**src/rtl/core/mbd_pkg.sv**
```systemverilog
package mbd_pkg;

  localparam int WIDTH_W  = 12;
  localparam int HEIGHT_W = 16;
  localparam int CFG_W    = 16;
  localparam int CH_W     = 8;
  localparam int SUM_W    = CH_W + 1;

  typedef enum logic [0:0] {
    REG_SOURCE_WIDTH  = 1'b0,
    REG_SOURCE_HEIGHT = 1'b1
  } reg_idx_t;

  // red in the low bits, as on the stream
  typedef struct packed {
    logic [CH_W-1:0] blue;
    logic [CH_W-1:0] green;
    logic [CH_W-1:0] red;
  } pixel_t;

  typedef struct packed {
    logic [SUM_W-1:0] blue;
    logic [SUM_W-1:0] green;
    logic [SUM_W-1:0] red;
  } pair_t;

  // one block result in flight from the front end to the averaging stage
  typedef struct packed {
    logic  last;
    pair_t pair;
  } job_t;

  localparam int PIXEL_W = $bits(pixel_t);
  localparam int PAIR_W  = $bits(pair_t);

endpackage

```
**src/rtl/core/mbd_avg.sv**
```systemverilog
module mbd_avg (
  input  logic            clk,
  input  logic            rst_n,
  input  logic            issue,
  input  mbd_pkg::job_t   job,
  input  mbd_pkg::pair_t  rdata,
  input  logic            out_tready,
  output logic            take_ok,
  output logic            out_valid,
  output mbd_pkg::pixel_t out_pixel,
  output logic            out_last
);

  logic            s1_valid_r, s1_valid_nxt;
  mbd_pkg::job_t   s1_job_r;
  logic            out_valid_r, out_valid_nxt;
  mbd_pkg::pixel_t out_pixel_r;
  logic            out_last_r;
  logic            advance;
  logic [mbd_pkg::SUM_W:0] sum_red, sum_green, sum_blue;
  mbd_pkg::pixel_t avg;

  assign advance = !out_valid_r || out_tready;
  assign take_ok = !s1_valid_r || advance;

  // rdata holds while stage 1 waits: no read is issued until it moves on
  assign sum_red   = {1'b0, rdata.red}   + {1'b0, s1_job_r.pair.red};
  assign sum_green = {1'b0, rdata.green} + {1'b0, s1_job_r.pair.green};
  assign sum_blue  = {1'b0, rdata.blue}  + {1'b0, s1_job_r.pair.blue};
  assign avg.red   = sum_red[mbd_pkg::SUM_W:2];
  assign avg.green = sum_green[mbd_pkg::SUM_W:2];
  assign avg.blue  = sum_blue[mbd_pkg::SUM_W:2];

  always_comb begin
    s1_valid_nxt  = s1_valid_r;
    out_valid_nxt = out_valid_r;
    if (advance) begin
      out_valid_nxt = s1_valid_r;
      s1_valid_nxt  = 1'b0;
    end
    if (issue) begin
      s1_valid_nxt = 1'b1;
    end
  end

  always_ff @(posedge clk) begin
    if (!rst_n) begin
      s1_valid_r  <= 1'b0;
      out_valid_r <= 1'b0;
    end else begin
      s1_valid_r  <= s1_valid_nxt;
      out_valid_r <= out_valid_nxt;
    end
    if (issue) begin
      s1_job_r <= job;
    end
    if (advance && s1_valid_r) begin
      out_pixel_r <= avg;
      out_last_r  <= s1_job_r.last;
    end
  end

  assign out_valid = out_valid_r;
  assign out_pixel = out_pixel_r;
  assign out_last  = out_last_r;

  a_issue_room: assert property (@(posedge clk) disable iff (!rst_n)
    issue |-> take_ok)
    else $error("block issued with stage 1 full and output stalled");

  a_s1_moves: assert property (@(posedge clk) disable iff (!rst_n)
    s1_valid_r && advance |=> out_valid_r)
    else $error("stage 1 word lost on its way to the output");

  a_reset_empty: assert property (@(posedge clk)
    !rst_n |=> !s1_valid_r && !out_valid_r)
    else $error("pipeline not empty after reset");

endmodule
```
**config.mk**
```make
export PLATFORM = sky130hd
export DESIGN_NAME = mbd_avg
export DESIGN_NICKNAME = d
export VERILOG_FILES = /design/src/rtl/core/mbd_pkg.sv /design/src/rtl/core/mbd_avg.sv
export SDC_FILE = /design/constraint.sdc
export NUM_CORES = 1
export LEC_CHECK = 0
export ABC_AREA = 1
export BUFFER_PORTS_ARGS = -buffer_cell sky130_fd_sc_hd__buf_2
export CORE_ASPECT_RATIO = 0.7
export CORE_MARGIN = 2
export CORE_UTILIZATION = 46
export CTS_CLUSTER_SIZE = 28
export DETAILED_ROUTE_END_ITERATION = 8
export GPL_TIMING_DRIVEN = 0
export PLACE_DENSITY = 0.83
export SYNTH_ARGS = -nofsm -noshare
export SYNTH_HDL_FRONTEND = slang
export SYNTH_SLANG_ARGS = --single-unit
export TNS_END_PERCENT = 50
```
**constraint.sdc**
```tcl
create_clock -name clk -period 2.1 [get_ports clk]
set_clock_uncertainty 0.15 [all_clocks]
set_input_delay 0.315 -clock clk [delete_from_list [all_inputs] [get_ports clk]]
set_output_delay 0.315 -clock clk [all_outputs]
set_load 0.01 [all_outputs]
```
# [Word level (Yosys, flattened, before mapping)]
# Index checks and enable logic that the tools add are counted.
[op_classes] n_addsub=3 mux=2 reduce_logical=6
[ops] operator="9-bit by 9-bit adder with 10-bit output" count=3
[ops] operator="1-bit logical NOT" count=2
[ops] operator="1-bit logical OR" count=2
[ops] operator="1-bit 2-to-1 mux" count=2
[ops] operator="2-bit nonzero test" count=1
[ops] operator="1-bit logical AND" count=1
[word_totals] regBits=55 inputBits=59

# [Longest topological paths before layout]
[logic_depth] depth_word=4 depth_mapped=9 depth_no_buf=9

# [Least setup slack after synthesis]
# OpenSTA, ideal clock, no wires.
[synth_path] path_kind="register to register" startpoint="register out_valid_r, in the netlist out_valid" endpoint="register out_last_r, in the netlist out_last (enable)" arrival_time_ps=1498 required_ps=1543 setup_slack_ps=45 stages_incl_launch_ff=4 path_cell_list="dfxtp_1 -> inv_1 -> nor2_1 -> nor2_1"
[synth_via] elab_chain_len=3
[synth_rtl] item="start, declared" line_no="mbd_avg.sv:16" rtl="logic out_valid_r, out_valid_nxt;"
[synth_rtl] item="start signal, assigned" line_no="mbd_avg.sv:52" rtl="out_valid_r <= out_valid_nxt;"
[synth_rtl] item="1-bit logical NOT" line_no="mbd_avg.sv:23" rtl="assign advance = !out_valid_r || out_tready;"
[synth_rtl] item="1-bit logical OR" line_no="mbd_avg.sv:23"
[synth_rtl] item="1-bit logical AND" line_no="mbd_avg.sv:57" rtl="if (advance && s1_valid_r) begin"
[synth_rtl] item="end signal, assigned" line_no="mbd_avg.sv:59" rtl="out_last_r <= s1_job_r.last;"
[synth_rtl] item="end, declared" line_no="mbd_avg.sv:18" rtl="logic out_last_r;"
# Every way passes these cells.
# A chain may end at the register's enable or synchronous reset.

# [Worst setup path after layout]
[layout_path] startpoint="register s1_job_r[4] (netlist name)" endpoint="register out_pixel_r, in the netlist out_pixel[5], data pin"
[layout_via] elab_chain_len=1
[layout_rtl] item="start, declared" line_no="mbd_avg.sv:15" rtl="mbd_pkg::job_t s1_job_r;"
[layout_rtl] item="start signal, assigned" line_no="mbd_avg.sv:55" rtl="s1_job_r <= job;"
[layout_rtl] item="9-bit by 9-bit adder with 10-bit output" line_no="mbd_avg.sv:27" rtl="assign sum_red = {1'b0, rdata.red} + {1'b0, s1_job_r.pair.red};"
[layout_rtl] item="via sum_red (one bit)" line_no="mbd_avg.sv:20" rtl="logic [mbd_pkg::SUM_W:0] sum_red, sum_green, sum_blue;"
[layout_rtl] item="end signal, assigned" line_no="mbd_avg.sv:58" rtl="out_pixel_r <= avg;"
[layout_rtl] item="end, declared" line_no="mbd_avg.sv:17" rtl="mbd_pkg::pixel_t out_pixel_r;"
# The timed path passes the listed nets, and every way through them passes these cells.

==> summary.md <==
Worst hold path
• hold path endpoint: s1_job_r[0]
• worst hold path stage count: 1
• class of the tightest hold or removal check: input port to flip-flop
• worst hold path startpoint: job[0]

Layout
• area growth from synthesis to final layout: 22.2%
• net count reported at finish: 460
• most frequent standard cell in the layout excluding fill and tap cells: buf_2
• total of fill cells in the finished design: 502
• count of placed standard cells in the final layout, fillers left out: 453
• FF/Latch Area: 1630 um^2
• count of inserted antenna diode cells: 0
• footprint of the multi-input gates: 1030 um^2
• ratio of cells with drive above 1 in the final layout: 27.8%
• leading cell types in the layout, fill and taps excluded: buf_2, nand2_1, edfxtp_1

Clock network
• post-cts repair resize count: 0
• number of buffers on the longest clock path: 2
• setup fix buffers added after clock tree synthesis: 0
• Sink Count: 55
• Root Driver: clkbuf_8
• CTS Buf Count: 5
• H-tree lvl count: 2
• hold buffer count at cts: 0
• TritonCTS clock tree: built
• clock-pin transition on the worst setup and hold timing paths: 100 ps
• insertion delay to the later sink of the worst-skew pair: 300 ps

Pwr
• net switching power of the design: 677 uW
• LEAKAGE: 0.00173 uW
• power share of the sequential group: 55.0%
• power density over the cells: 707 nW/um^2
• VDD IR max: 377 uV
• P_int: 1780 uW
• total power: 2450 uW
• switching power as a share of total power: 27.6%
• Clk pwr share: 22.8%
• combinational share of power: 22.2%

Synth
• number of instances in the synthesized netlist: 284
• Synth Warn #: 0
• Cell variety after synth: 17
• Avg Cell Area, Syn: 10.0 um^2
• Yosys reg bits: 55
• syn_nets: 367
• share of synthesized area occupied by flip-flops and latches: 57.5%
• area of the mapped netlist: 2840 um^2

Global routing
• Congestion Overflow GR: 0
• largest net degree at the start of global routing: 30
• global-route usage over all layers: 16.0%
• via count of the first global-routing pass: 2027
• wire length of the first global-routing pass: 8880 um
• initial antenna violation count: 0

Place
• Setup Slack @ Placement: 371 ps
• routability congestion estimate: 0.826
• dpl cells: 445
• placed wire-length estimate after detailed placement: 4270 um
• number of buffer cells added on primary ports: 85

Setup path
• beginning of the worst register-to-register path: s1_job_r[4]
• startpoint type of the worst setup path: flip-flop
• Critical Path AT: 1600 ps
• setup slack of the worst register-to-register path: 410 ps
• WS Path Type: flip-flop to flip-flop
• largest driver fanout on the critical path: 4
• Crit path required time: 2010 ps
• FF-to-FF End: out_pixel[5]
• worst-case reg-to-reg path depth: 9
• type of destination of the critical path: flip-flop

Job
• max-capacitance violation count: 0

Floorplanning
• die height: 69.7 um
• boundary pin count: 86
• floorplan core area: 5840 um^2
• starting utilization of the core area: 48.6%
• die width: 97.9 um
• area of the die: 6830 um^2
• Site Rows: 23

STA
• share of the clock period used by the worst path: 80.4%
• final worst path period need: 1690 ps
• worst slew pin tran: 670 ps
• Pins Over Slew Limit: 0
• RSZ-0062 raised after global routing: no
• Setup Viol. Count Final: 0
• timing-limited maximum frequency: 592 MHz
• relative max-transition margin: 55.3%
• final critical-path setup slack: 411 ps
• Final Hold Viols: 0

Drt
• post-detailed-route count of antenna-violating nets: 0
• final wirelength: 5290 um
• number of design rule violations left after detail routing: 0
• number of vias per cell: 4.67
• first-pass iteration count of the detailed router: 4
• First DRT Iteration DRCs: 53
• vias post-DR: 2114
• wire length per cell after detailed routing: 11.7 um

Run status
• outcome: complete, no violations

## Yosys cell counts (all sizes together)
cell    instances  area, um^2
o21bai          1        7.51
a21oi          12        63.8
nand3          16        85.1
nor3            2        10.0
dfxtp           2        40.0
nand4           2        12.5
nor2           15        56.3
ha             24         300
nand2          91         369
xor2            9        78.8
edfxtp         53        1590
o21ai           8        40.0
inv            49         184
## flip-flops by register name, indices dropped and copies added, names as in the netlist
name	flops
out_last	1
out_pixel	24
out_valid	1
s1_job_r	28
s1_valid_r	1
## worst max path at each step
stage / from / endpoint / slack (ps) / cells after the start
global route: s1_job_r[4] / out_pixel[5] / 250 / 9
detailed placement: rdata[20] / out_pixel[21] / 370 / 8
global placement: out_tready / out_pixel[8] / -470 / 3
floorplan: out_valid / out_last / 40 / 3
finish: s1_job_r[4] / out_pixel[5] / 410 / 9
CTS: s1_job_r[20] / out_pixel[19] / 430 / 7
## area by class of cell
class                           count  share of cell area [%]
Multi-Input combinational cell    180                    29.6
Sequential cell                    55                    47.0
Clock inverter                      2                   0.216
Inverter                           49                    5.30
Clock buffer                        6                    2.09
Tap cell                           75                    2.71
Timing Repair Buffer               86                    13.1
## logic make-up (layout without fill, tap and decap cells)
| family | after synthesis | after routing | synth area share [%] |
|---|---|---|---|
| AO/OA/AOI/OAI | 21 | 21 | 3.92 |
| XOR/XNOR | 9 | 9 | 2.78 |
| adder cells (fa/ha/maj) | 24 | 24 | 10.6 |
| buffers and inverters | 49 | 143 | 6.48 |
| flip-flops | 55 | 55 | 57.5 |
| AND/OR/NAND/NOR | 126 | 126 | 18.8 |
## critical path, stage by stage, from the launching register on
cell      delay [ps]
edfxtp_1         380
ha_1             350
nand2_1           90
nand2_1           50
inv_1             90
nor2_1            50
nor2_1           120
nand2_1           70
nand2_1           50
nand2_1           50
## routing by layer
layer	share of wire (%)	wire (um)	vias up	track usage, %
li1	-	-	1118	-
met1	47	2480	922	21.0
met2	46	2440	65	26.6
met3	5.7	302	9	4.03
met5	0	0	-	0
met4	1.3	69	0	4.32
## through the flow
stage / hold WS, ps / TNS (ps) / util [%] / area, um^2
floorplan: 250 / 0 / - / 2840
global placement: 259 / -11580 / 57.5 / 3360
detailed placement: 275 / 0 / 58.0 / 3390
CTS: 20.7 / 0 / 59.4 / 3470
global route: 4.22 / 0 / 59.4 / 3470
finish: 28.3 / 0 / 59.4 / 3470
## power by group through the flow
stage                     clock network [uW]  registers, uW  logic [uW]
final                                    559           1350         545
after CTS                                573           1350         547
after detailed placement                   0           1380         544
after floorplan                            0           1400         337
after global placement                     0           1370         516
after global routing                     626           1360         623
Note: power is estimated with default switching activity, not from simulation.
