[config.mk]
export PLATFORM = sky130hd
export DESIGN_NAME = mbd_ctrl
export DESIGN_NICKNAME = d
export VERILOG_FILES = /design/src/rtl/core/mbd_pkg.sv /design/src/rtl/core/mbd_ctrl.sv
export SDC_FILE = /design/constraint.sdc
export NUM_CORES = 1
export LEC_CHECK = 0
export CAP_MARGIN = 20
export CORE_MARGIN = 2
export CORE_UTILIZATION = 30
export CTS_BUF_LIST = sky130_fd_sc_hd__clkbuf_2
export CTS_CLUSTER_DIAMETER = 40
export DETAILED_ROUTE_END_ITERATION = 10
export DONT_BUFFER_PORTS = 1
export PLACE_DENSITY = 0.42
export SLEW_MARGIN = 20
export SYNTH_ARGS = -nofsm -noshare
export SYNTH_HDL_FRONTEND = slang
export SYNTH_SLANG_ARGS = --single-unit
[constraint.sdc]
create_clock -name clk -period 3.36 [get_ports clk]
set_input_delay 0.168 -clock clk [delete_from_list [all_inputs] [get_ports clk]]
set_output_delay 0.168 -clock clk [all_outputs]
set_load 0.02 [all_outputs]
[src/rtl/core/mbd_pkg.sv]
package mbd_pkg;

  localparam int WIDTH_W  = 12;
  localparam int HEIGHT_W = 16;
  localparam int CFG_W    = 16;
  localparam int CH_W     = 8;
  localparam int SUM_W    = CH_W + 1;

  typedef enum logic [0:0] {
    REG_SOURCE_WIDTH  = 1'b0,
    REG_SOURCE_HEIGHT = 1'b1
  } reg_idx_t;

  // red in the low bits, as on the stream
  typedef struct packed {
    logic [CH_W-1:0] blue;
    logic [CH_W-1:0] green;
    logic [CH_W-1:0] red;
  } pixel_t;

  typedef struct packed {
    logic [SUM_W-1:0] blue;
    logic [SUM_W-1:0] green;
    logic [SUM_W-1:0] red;
  } pair_t;

  // one block result in flight from the front end to the averaging stage
  typedef struct packed {
    logic  last;
    pair_t pair;
  } job_t;

  localparam int PIXEL_W = $bits(pixel_t);
  localparam int PAIR_W  = $bits(pair_t);

endpackage

[src/rtl/core/mbd_ctrl.sv]
module mbd_ctrl #(
  parameter int MAX_WIDTH = 2048,
  parameter int AW        = 10
) (
  input  logic                       clk,
  input  logic                       rst_n,
  input  logic                       cfg_we,
  input  logic [0:0]                 cfg_index,
  input  logic [mbd_pkg::CFG_W-1:0]  cfg_wdata,
  input  logic                       accept,
  input  mbd_pkg::pixel_t            pixel,
  output logic                       mem_we,
  output logic [AW-1:0]              mem_waddr,
  output mbd_pkg::pair_t             mem_wdata,
  output logic                       mem_re,
  output logic [AW-1:0]              mem_raddr,
  output logic                       issue,
  output mbd_pkg::job_t              job
);

  logic [mbd_pkg::WIDTH_W-1:0]  width_r, width_nxt;
  logic [mbd_pkg::HEIGHT_W-1:0] height_r, height_nxt;
  logic [mbd_pkg::WIDTH_W-1:0]  col_r, col_nxt;
  logic [mbd_pkg::HEIGHT_W-1:0] row_r, row_nxt;
  mbd_pkg::pixel_t              left_r, left_nxt;

  logic           usable;
  logic           col_end;
  logic           row_end;
  logic [AW-1:0]  slot;
  mbd_pkg::pair_t pair;

  assign usable = (width_r >= 12'd4) && (height_r >= 16'd4) &&
                  !width_r[0] && !height_r[0] &&
                  (32'(width_r) <= 32'(MAX_WIDTH));

  assign col_end = (col_r == width_r - 12'd1);
  assign row_end = (row_r == height_r - 16'd1);
  assign slot    = AW'(col_r >> 1);

  assign pair.red   = {1'b0, left_r.red}   + {1'b0, pixel.red};
  assign pair.green = {1'b0, left_r.green} + {1'b0, pixel.green};
  assign pair.blue  = {1'b0, left_r.blue}  + {1'b0, pixel.blue};

  // even row stores the pair sum; odd row fetches it one row later, so the
  // write and the read of a slot are always at least a row apart
  assign mem_we    = accept && usable && col_r[0] && !row_r[0];
  assign mem_waddr = slot;
  assign mem_wdata = pair;
  assign mem_re    = accept && usable && col_r[0] && row_r[0];
  assign mem_raddr = slot;

  assign issue     = mem_re;
  assign job.pair  = pair;
  assign job.last  = row_end && col_end;

  always_comb begin
    width_nxt  = width_r;
    height_nxt = height_r;
    col_nxt    = col_r;
    row_nxt    = row_r;
    left_nxt   = left_r;
    if (cfg_we) begin
      unique case (mbd_pkg::reg_idx_t'(cfg_index))
        mbd_pkg::REG_SOURCE_WIDTH:  width_nxt  = cfg_wdata[mbd_pkg::WIDTH_W-1:0];
        mbd_pkg::REG_SOURCE_HEIGHT: height_nxt = cfg_wdata[mbd_pkg::HEIGHT_W-1:0];
        default: ;
      endcase
      col_nxt = '0;
      row_nxt = '0;
    end else if (accept) begin
      if (!usable) begin
        col_nxt = '0;
        row_nxt = '0;
      end else begin
        if (!col_r[0]) begin
          left_nxt = pixel;
        end
        if (col_end) begin
          col_nxt = '0;
          row_nxt = row_end ? '0 : row_r + 16'd1;
        end else begin
          col_nxt = col_r + 12'd1;
        end
      end
    end
  end

  always_ff @(posedge clk) begin
    if (!rst_n) begin
      width_r  <= '0;
      height_r <= '0;
      col_r    <= '0;
      row_r    <= '0;
      left_r   <= '0;
    end else begin
      width_r  <= width_nxt;
      height_r <= height_nxt;
      col_r    <= col_nxt;
      row_r    <= row_nxt;
      left_r   <= left_nxt;
    end
  end

endmodule

# After elaboration in Yosys (flattened, before gate mapping)
# Cells that the tools add are included.
# totals
ff_bits,80
in_bits,45
out_inout_bits,78
word_cells,46
# op_classes
n_addsub,7
n_lt_le_gt_ge,3
n_eq_ne,3
n_mux,5
bitwise_logic,4
n_reduce_logical,17
# op_table
cell,count
$mux 16,3
$add 8x8->9,3
$mux 12,2
$add 16x1->16 const B,1
$eq 16x16->1,1
$ge 16x3->1 const B,1
$sub 16x1->16 const B,1
$add 12x1->12 const B,1
$eq 12x12->1,1
$ge 12x3->1 const B,1
$le 12x12->1 const B,1
$sub 12x1->12 const B,1
$logic_and 1x1->1,9
$reduce_and 2->1,3
$not 1->1,4
$reduce_and 4->1,1
$logic_not 1->1,3
$ne 2x1->1 const B,1
$reduce_or 2->1,1

# Longest topological paths before layout
# Gate-level depths: netlist (run 1).
# depth
word_depth,8
mapped_depth,12

# Worst setup path after synthesis (run 1)
# No wires, ideal clock.
# synth_path
path_type,reg-to-reg
startpoint,reg width_r[0] (netlist bit)
endpoint,reg row_r[11] (netlist bit)
arrival_time_ns,2.717
t_required_ns,3.285
setup_slack_ns,0.568
path_stages_with_launch,10
path_buffers,2
cell_sequence,dfxtp_1 > or4_1 > buf_2 > or4_1 > a21oi_1 > o2111a_2 > a31oi_4 > buf_6 > or4_1 > a22oi_2
# synth_via
elab_chain_len,7
# synth_lines
item,line_no,source
"start, declared",mbd_ctrl.sv:21,"logic [mbd_pkg::WIDTH_W-1:0] width_r, width_nxt;"
"start signal, assigned",mbd_ctrl.sv:97,width_r <= width_nxt;
branches (longest 7 deep; another with $sub 12x1->12),n/a,
"end signal, assigned",mbd_ctrl.sv:100,row_r <= row_nxt;
"end, declared",mbd_ctrl.sv:24,"logic [mbd_pkg::HEIGHT_W-1:0] row_r, row_nxt;"
# Several ways; the timed one is not identified.
# A chain may end at the register's enable or synchronous reset.

# Worst setup path in the final report (run 1)
# layout_path
startpoint,reg width_r[2] (netlist bit)
endpoint,reg row_r[4] (netlist bit)
# The elaborated chain is that of the path after synthesis.

==> results.tsv, run 1 <==
metric	value	unit
mux contribution to synthesized area	0.001780	
Max Buffers Root-to-Sink	2	
Yosys reg bits	80	
Nets	834	
fillers	1949	
Slew Viols, Final	0	
number of enable flip-flop cells after synthesis	0	
CTS tree	built	
FFs w/ async S/R, synth	0	
die height	140.9	um
most used cell, CP	or4_1	
number of CTS-inserted buffers	9	
WP data required	3830	ps
TritonRoute pass-1 iters	4	
Post-Synth Simple-Gate Area	0.2466	
DR WL/cell	16.09	um
Worst setup EP type	flop	
Largest stage delay, worst path	620	ps
Peak Freq	0.3097	GHz
P_sw	809.1	uW
clock network power share	0.290	
area share of fa/ha/maj cells after synthesis	0.07299	
via count	5104	
Syn Nets	801	
clock skew	36.32	ps
Area Overhead vs Synth	17.98	%
H-tree Lvls	3	
Site Rows	50	
# setup viols final	0	
sequential share of power	0.434	
Fin. Hold Viols	0	
total wire length	16.07	mm
internal power	1.547	mW
crit share post-route	0.9610	
Mapped Avg Cell Area	7.756	um^2
Max-Cap Viols	0	
placed cell count	896	
outcome	complete, no violations	
chip width	140.9	um
R2R cell count	7	
Root Buffer	clkbuf_2	
Total Routing Usage GR	0.1601	
element type at the critical path start	flop	
die area	19850	um^2
post-DP HPWL	10.96	mm
combinational fraction of design power	0.277	
grt ovf	0	
largest fanout on the critical path	17	
Initial Util	0.3036	
first-pass GRT wire length	25.48	mm
Syn. warnings	0	
Core Footprint	18520	um^2
clock sink count	80	
# IOs	123	
fin crit period	3229	ps
share of cells above drive strength 1	0.07208	
switching fraction of total power	0.3435	
Synth Area in Compound Gates	0.1925	
number of buffers added on ports	0	
Worst-Skew Late Latency	570	ps
gpl congestion	0.8159	
Max-slew headroom	0.3070	
Primary FF master, synth	dfxtp_1	
largest family of logic cells by synthesized area	simple AND/OR/NAND/NOR gates	
arrival time worst endpoint	3700	ps
synth unique cells	56	
total power	2.356	mW
slowest cell on the critical path	or4_1	
# DRC	0	
worst ir drop on vdd	0.1741	mV
crit-path cells	or4_4 > or4_1 > a21oi_1 > o2111a_2 > a31oi_2 > or4_1 > a22oi_1	
via-per-instance ratio	5.109	
part of the Yosys area used for sequential elements	0.2848	
DP Worst Slack	156.7	ps
largest net degree at the start of global routing	53	
xor-xnor portion of the synthesized cell area	0.08879	
PnR worst setup slack	131.0	ps
initial antenna violation count	2	
clk slew on worst S/H paths	230	ps
critical setup path kind	reg -> reg	
PD cells	355.1	nW/um^2
vias in the first global route	5082	
final non-filler cell total	999	
Routed Antenna Nets	0	
DR iter-0 viols	258	
synthesized cell area	5623	um^2
Leak Pwr	2.436	nW
Least-Margin Pin Slew	1032	ps
cells after synthesis	725	
WHS Path Cells	3	
Worst Hold Class	in -> reg	
## critical path, delay by kind of cell, from the launching register on
kind / cells / cell delay [ps]
DFF: 1 / 450
and+or+nand+nor: 3 / 1690
AOI/OAI and AO/OA: 4 / 990
## power by group through the flow
stage | clock [mW] | sequential, mW | combinational [mW]
after floorplan | 0 | 1.02 | 0.514
after detailed placement | 0 | 1.04 | 0.535
final | 0.682 | 1.02 | 0.652
after global routing | 0.762 | 1.03 | 0.715
after CTS | 0.716 | 1.02 | 0.629
after global placement | 0 | 1.04 | 0.530
## registers in the layout, summed over array words and instances (netlist names)
name and cells:
col_r 12, height_r 16, row_r 16, width_r 12, left_r 24
## path summary, 6_finish.rpt
check / startpoint / endpoint / slack [ps]
setup / recovery: width_r[2] / row_r[4] / 130
hold reg to reg: left_r[4] / left_r[4] / 480
setup reg to reg: width_r[2] / row_r[4] / 130
hold / removal: cfg_we / height_r[0] / 130
## cells by family after synthesis
group	after synthesis
AOI/OAI and AO/OA	152
xor gates and xnor gates	57
adders and majority gates	31
buffers and inverters	117
DFF	80
muxes	1
and+or+nand+nor	287
## timing repair
| action | CTS | global route |
|---|---|---|
| pin swaps | 0 | 3 |
| cloned | 0 | 1 |
| setup endpoints to repair | 1 | 38 |
| gates resized for setup | 1 | 8 |
| hold buffers | 83 | 0 |
| buffers inserted | 0 | 1 |
| hold endpoints to repair | 77 | 0 |
## layout by cell type (no fill, tap or decap), types with 10 or more instances in the layout
master	n
nand4_1	13
buf_4	23
dfxtp_1	79
nand2_1	132
nor2_1	38
a21oi_1	19
xnor2_1	37
ha_1	27
o21ai_0	21
o31ai_1	10
inv_1	31
nand3_1	17
or3_1	14
or4_1	12
a22oi_1	11
xor2_1	20
dlygate4sd3_1	82
nor3_1	11
a21boi_0	56
## final cells by class
| type | count | area [um^2] | area share |
|---|---|---|---|
| inverter | 31 | 116.4 | 0.01754 |
| sequential | 80 | 1603 | 0.2416 |
| clock inverter | 7 | 110.1 | 0.01660 |
| clock buffer | 9 | 45.04 | 0.006790 |
| antenna | 2 | 5.005 | 0.0007544 |
| multi-input combinational | 529 | 3437 | 0.5181 |
| timing repair buffer | 107 | 1025 | 0.1545 |
| tap | 234 | 292.8 | 0.04413 |
## synth_stat cells (3+ instances only)
cell type	count	share of area
o21ai_0	21	0.019
nor4_1	9	0.010
clkbuf_1	30	0.020
nand2b_1	7	0.0078
nor2b_1	5	0.0056
or3_1	14	0.016
xnor2_1	37	0.058
inv_1	31	0.021
a21oi_1	19	0.017
xor2_1	20	0.031
or4_1	13	0.017
nand3b_1	5	0.0067
and3_1	4	0.0044
nor2_1	38	0.025
o21bai_1	4	0.0053
fa_1	3	0.011
ha_1	28	0.062
a22oi_2	3	0.0067
buf_4	48	0.064
buf_2	5	0.0044
nand2_1	132	0.088
a21boi_0	56	0.075
dfxtp_1	80	0.28
nand4_1	13	0.014
a22oi_1	11	0.015
a21o_1	8	0.011
o211ai_1	4	0.0053
and2_1	3	0.0033
o31ai_1	10	0.013
nor3_1	13	0.012
nand3_1	17	0.015
nand4b_1	3	0.0047
## stage by stage
| stage | util | TNS [ps] | cell area [um^2] | hold WS (ps) |
|---|---|---|---|---|
| 6_report | 0.3582 | 0 | 6634 | 126.5 |
| 4_1_cts | 0.3553 | 0 | 6579 | 75.00 |
| 2_1_floorplan | - | 0 | 5623 | 312.9 |
| 5_1_grt | 0.3582 | -4.582 | 6634 | 100.1 |
| 3_3_place_gp | 0.3012 | 0 | 5578 | 315.6 |
| 3_5_place_dp | 0.3012 | 0 | 5578 | 320.5 |
## per-layer routing
layer	part of all wire	global-route usage
met4	0.022	0.07105
met1	0.44	0.1975
met5	0	0
met3	0.060	0.03838
met2	0.47	0.2657
Note: power is estimated with default switching activity, not from simulation.
==> run 2: changes to the inputs <==
Settings changed: CORE_ASPECT_RATIO from default to 1.4.
Clock period 3.36 ns to 4.15 ns, I/O delays scaled along.
==> run 2 against run 1 <==
Net effect: non-clock buffer count down 22; wire length down 3.3%; clock power down 38%; combinational power down 26%.
==> results.tsv, run 2 (synthesis results as in run 1) <==
metric	value	unit	change
outcome	complete, no violations		
fin crit period	3548	ps	
number of CTS-inserted buffers	9		unchanged
clock sink count	80		unchanged
share of cells above drive strength 1	0.03930		-0.03279
RSZ-0062 raised after global routing	false		
critical setup path kind	reg -> out		
Leak Pwr	2.384	nW	-2.1%
RR Startpoint	width_r[0]		
# setup viols final	0		unchanged
Peak Freq	0.2819	GHz	
DR iter-0 viols	180		-30%
placed inst area	5470	um^2	-1.9%
number of buffers added on ports	0		unchanged
Reg-to-Reg End	row_r[7]		
# IOs	123		unchanged
arrival time worst endpoint	3340	ps	-360 ps
clock network power share	0.245		-0.045
Worst-Skew Late Latency	590	ps	+20 ps
Post-CTS Hold Fix Bufs	78		-6.0%
H-tree Lvls	3		unchanged
most common cell after layout, fill and taps aside	nand2_1		
Worst setup EP type	output pin		
R2R cell count	10		+3
gpl congestion	0.8593		+5.3%
Routed Antenna Nets	0		unchanged
reg2reg setup slack	850	ps	+720 ps
clk slew on worst S/H paths	230	ps	about the same
Worst Setup SP	width_r[2]		
Initial Util	0.3047		+0.001029
element type at the critical path start	flop		
sequential share of power	0.476		+0.042
WP data required	3940	ps	+110 ps
Nets	811		-2.8%
first-pass GRT wire length	25.89	mm	+1.6%
via-per-instance ratio	5.122		+0.25%
Resized cells post-CTS	0		-1
Max-slew headroom	0.3513		+0.04429
crit share post-route	0.8549		
switching fraction of total power	0.3649		+0.02142
Worst Hold Class	in -> reg		
Least-Margin Pin Slew	966.1	ps	-65.96 ps
largest net degree at the start of global routing	35		-34%
Max-Cap Viols	0		unchanged
Core Footprint	18460	um^2	-0.34%
post-route cell area	6359	um^2	-4.1%
worst ir drop on vdd	0.1125	mV	-35%
crit path to	job[27]		
Largest register FFs	24		unchanged
Site Rows	59		+18%
largest fanout on the critical path	11		-6
Total Routing Usage GR	0.1618		+0.001784
Area Overhead vs Synth	13.08	%	
vias in the first global route	5087		+0.098%
postcts setup bufs	0		unchanged
Fin. Hold Viols	0		unchanged
Root Buffer	clkbuf_2		
CTS tree	built		
PD cells	272.8	nW/um^2	-23%
Slew Viols, Final	0		unchanged
initial antenna violation count	1		-1
Most flops, register	left_r		
die area	19870	um^2	about the same
chip width	119.7	um	-15%
TritonRoute pass-1 iters	4		unchanged
grt ovf	0		unchanged
clock skew	21.74	ps	-14.58 ps
post-DP HPWL	10.96	mm	about the same
combinational fraction of design power	0.280		+0.003
# DRC	0		unchanged
TNS Setup	0	ps	unchanged
P_sw	633.0	uW	-22%
internal power	1.102	mW	-29%
total power	1.735	mW	-26%
via count	5035		-1.4%
biggest regs	left_r x24, height_r x16, row_r x16		
Max Buffers Root-to-Sink	2		unchanged
DR WL/cell	15.81	um	-1.8%
total wire length	15.54	mm	-3.3%
die height	166.0	um	+18%
most frequent cells in the layout	132 x nand2_1, 80 x dfxtp_1, 77 x dlygate4sd3_1, 56 x a21boi_0, 38 x nor2_1		
==> run 2: cell count changes in the layout (fill, tap and decap cells not counted), moves of 2 or more <==
cell	change
buf_4	-16
nor3_1	+2
dlygate4sd3_1	-5
bufinv_16	-2
==> run 2: worst min-delay path by stage <==
stage             startpoint            to  cells after the start
2_1_floorplan  cfg_wdata[10]  height_r[10]                      2
3_3_place_gp       pixel[16]    left_r[16]                      2
3_5_place_dp       pixel[15]    left_r[15]                      2
4_1_cts               cfg_we    left_r[10]                      4
5_1_grt               cfg_we    left_r[22]                      4
6_report              cfg_we    left_r[22]                      4
==> run 2: metal layers <==
layer  up-vias  GRT usage  share of wire
met4         0    0.07826          0.029
met3        21    0.02850          0.050
met2       136     0.2755           0.48
met5         -          0              0
met1      2388     0.1955           0.44
li1       2490          -              -
==> run 2: power groups by stage <==
stage | Combinational (mW) | Clock, mW | Sequential (mW)
floorplan | 0.416 | 0 | 0.826
global placement | 0.414 | 0 | 0.840
detailed placement | 0.418 | 0 | 0.841
CTS | 0.488 | 0.445 | 0.826
global route | 0.536 | 0.465 | 0.832
finish | 0.485 | 0.424 | 0.825
==> run 2: critical path, stage by stage (launching register included) <==
cell and delay (ps):
dfxtp_1 450, or4_1 630, or4_1 550, a21oi_1 140, o2111a_2 230, nand3_1 120, nor3_1 640
==> run 2: final cells by class <==
cell class	count	area, um^2
Fill cell	2051	12100
Multi-Input combinational cell	528	3395
Sequential cell	80	1602
Timing Repair Buffer	85	843.3
Tap cell	244	305.3
Inverter	31	116.4
Clock inverter	5	50.05
Clock buffer	9	45.04
Antenna cell	1	2.502
==> run 2: stage by stage <==
step,setup WS (ps),cells,hold WS [ps],utilization
5_1_grt,426.3,983,44.19,0.3445
2_1_floorplan,1358,725,352.4,-
3_5_place_dp,911.6,890,361.5,0.2964
3_3_place_gp,1051,890,356.7,0.2964
6_report,602.0,983,70.64,0.3445
4_1_cts,478.2,982,14.28,0.3444
==> run 3: changes to the inputs <==
Settings changed: CTS_BUF_LIST sky130_fd_sc_hd__clkbuf_2 to sky130_fd_sc_hd__clkbuf_8.
==> run 3 against run 2 <==
Net effect: sequential power about the same; wire length decreased by 0.63%; final cell count shrank 0.81%; hold slack worse by 50 ps; sequential share of layout area is 0.064 points lower; global-route usage barely moved; clock-buffer cell count increased by 2; fmax grew 7.2%; clock power rose by 46%; setup slack improved by 240 ps; combinational power shrank 2%; critical path type unchanged; critical endpoint unchanged; highest routed layer unchanged.
==> results.tsv, run 3 (synthesis results as in run 1) <==
metric	value	unit	change
TNS Setup	0	ps	unchanged
number of buffers added on ports	0		unchanged
crit share post-route	0.7972		-0.05777
Max-Cap Viols	0		unchanged
RSZ-0062 raised after global routing	false		
clock skew	6.914	ps	-14.82 ps
met1 Use GR	0.1941		-0.001353
DR WL/cell	15.84	um	+0.18%
Leak Pwr	2.405	nW	+0.89%
Worst-Skew Late Latency	380	ps	-210 ps
largest fanout on the critical path	6		-5
# setup viols final	0		unchanged
DR iter-0 viols	198		+10%
post-DP HPWL	10.96	mm	unchanged
total wire length	15.44	mm	-0.63%
Root Buffer	clkbuf_8		
gpl congestion	0.8593		unchanged
WHS	21.04	ps	-49.61 ps
Max-slew headroom	0.3535		+0.002161
TritonRoute pass-1 iters	4		unchanged
worst ir drop on vdd	0.1343	mV	+19%
Resized cells post-CTS	0		unchanged
Fin. Hold Viols	0		unchanged
clk slew on worst S/H paths	90	ps	-140 ps
diode count	0		-1
met2 Use GR	0.2815		+0.005963
outcome	complete, no violations		
Total Routing Usage GR	0.1617		-0.0001658
element type at the critical path start	flop		
die height	166.0	um	unchanged
Nets	804		-0.86%
Core Footprint	18460	um^2	unchanged
Most flops, register	left_r		
via-per-instance ratio	5.065		-1.1%
number of CTS-inserted buffers	9		unchanged
postcts setup bufs	0		unchanged
DP Worst Slack	911.6	ps	unchanged
# DRC	0		unchanged
Least-Margin Pin Slew	962.9	ps	-3.218 ps
clock sink count	80		unchanged
chip width	119.7	um	unchanged
Post-CTS Hold Fix Bufs	71		-9.0%
Worst Hold Class	in -> reg		
vias in the first global route	5056		-0.61%
biggest regs	left_r x24, height_r x16, row_r x16		
CTS tree	built		
Site Rows	59		unchanged
WHS Path Cells	2		-2
die area	19870	um^2	unchanged
initial antenna violation count	0		-1
Largest register FFs	24		unchanged
most common cell after layout, fill and taps aside	nand2_1		
Initial Util	0.3047		unchanged
share of cells above drive strength 1	0.04104		+0.001744
Area Overhead vs Synth	13.37	%	
Peak Freq	0.3023	GHz	+7.2%
fin crit period	3308	ps	-239.8 ps
met3 Usage GRT	0.03640		+0.007898
Core Util, Final	0.3454		+0.0008820
first-pass GRT wire length	25.74	mm	-0.56%
# IOs	123		unchanged
PnR worst setup slack	841.8	ps	+239.8 ps
Max Buffers Root-to-Sink	2		unchanged
H-tree Lvls	3		unchanged
PD cells	300.1	nW/um^2	+10%
Worst setup EP type	output pin		
largest net degree at the start of global routing	35		unchanged
gr busiest metal	met2		
Slew Viols, Final	0		unchanged
WP data required	3940	ps	about the same
via count	4938		-1.9%
most frequent cells in the layout	132 x nand2_1, 80 x dfxtp_1, 71 x dlygate4sd3_1, 56 x a21boi_0, 38 x nor2_1		
total power	1.913	mW	+10%
Routed Antenna Nets	0		unchanged
R2R cell count	10		unchanged
arrival time worst endpoint	3100	ps	-240 ps
critical setup path kind	reg -> out		
grt ovf	0		unchanged
run 3: cell types whose count changed in the layout (fill, tap and decap cells not counted), sizes merged:
cell / delta
buf: -1
clkbuf: +2
diode: -1
dlygate4sd3: -6
clkinv: -2
run 3: cell type report:
type	instances	area (um^2)
repair buffers	78	763.2
fillers	2045	12080
clock inverters	3	42.54
well taps	244	305.3
clock buffers	11	151.4
flip-flops and latches	80	1602
inverters	31	116.4
multi-input cells	528	3395
run 3: power by group:
part	switching [mW]	internal (mW)
clock	0.313	0.304
sequential	0.0302	0.792
combinational	0.299	0.175
total	0.643	1.27
run 3: worst paths after layout:
check,from,to,slack (ps)
setup reg to reg,width_r[0],row_r[7],860
hold reg to reg,left_r[22],left_r[22],480
hold / removal,cfg_wdata[9],height_r[9],20
setup / recovery,width_r[0],job[27],840
run 3: routing by layer:
| layer | share of wire | routed length [um] |
|---|---|---|
| met1 | 0.44 | 6858 |
| met4 | 0.013 | 196 |
| met2 | 0.50 | 7654 |
| met5 | 0 | 0 |
| met3 | 0.047 | 732 |
run 3: through the flow:
stage / cells / area, um^2
floorplan: 725 / 5623
global placement: 890 / 5470
detailed placement: 890 / 5470
CTS: 975 / 6375
global route: 975 / 6375
finish: 975 / 6375
run 3: worst max-delay path: stages (launching register included):
cell and delay [ps]:
dfxtp_1 370, or4_1 670, or4_1 550, a21oi_1 140, o2111a_2 230, nand3_1 110, nor3_1 650
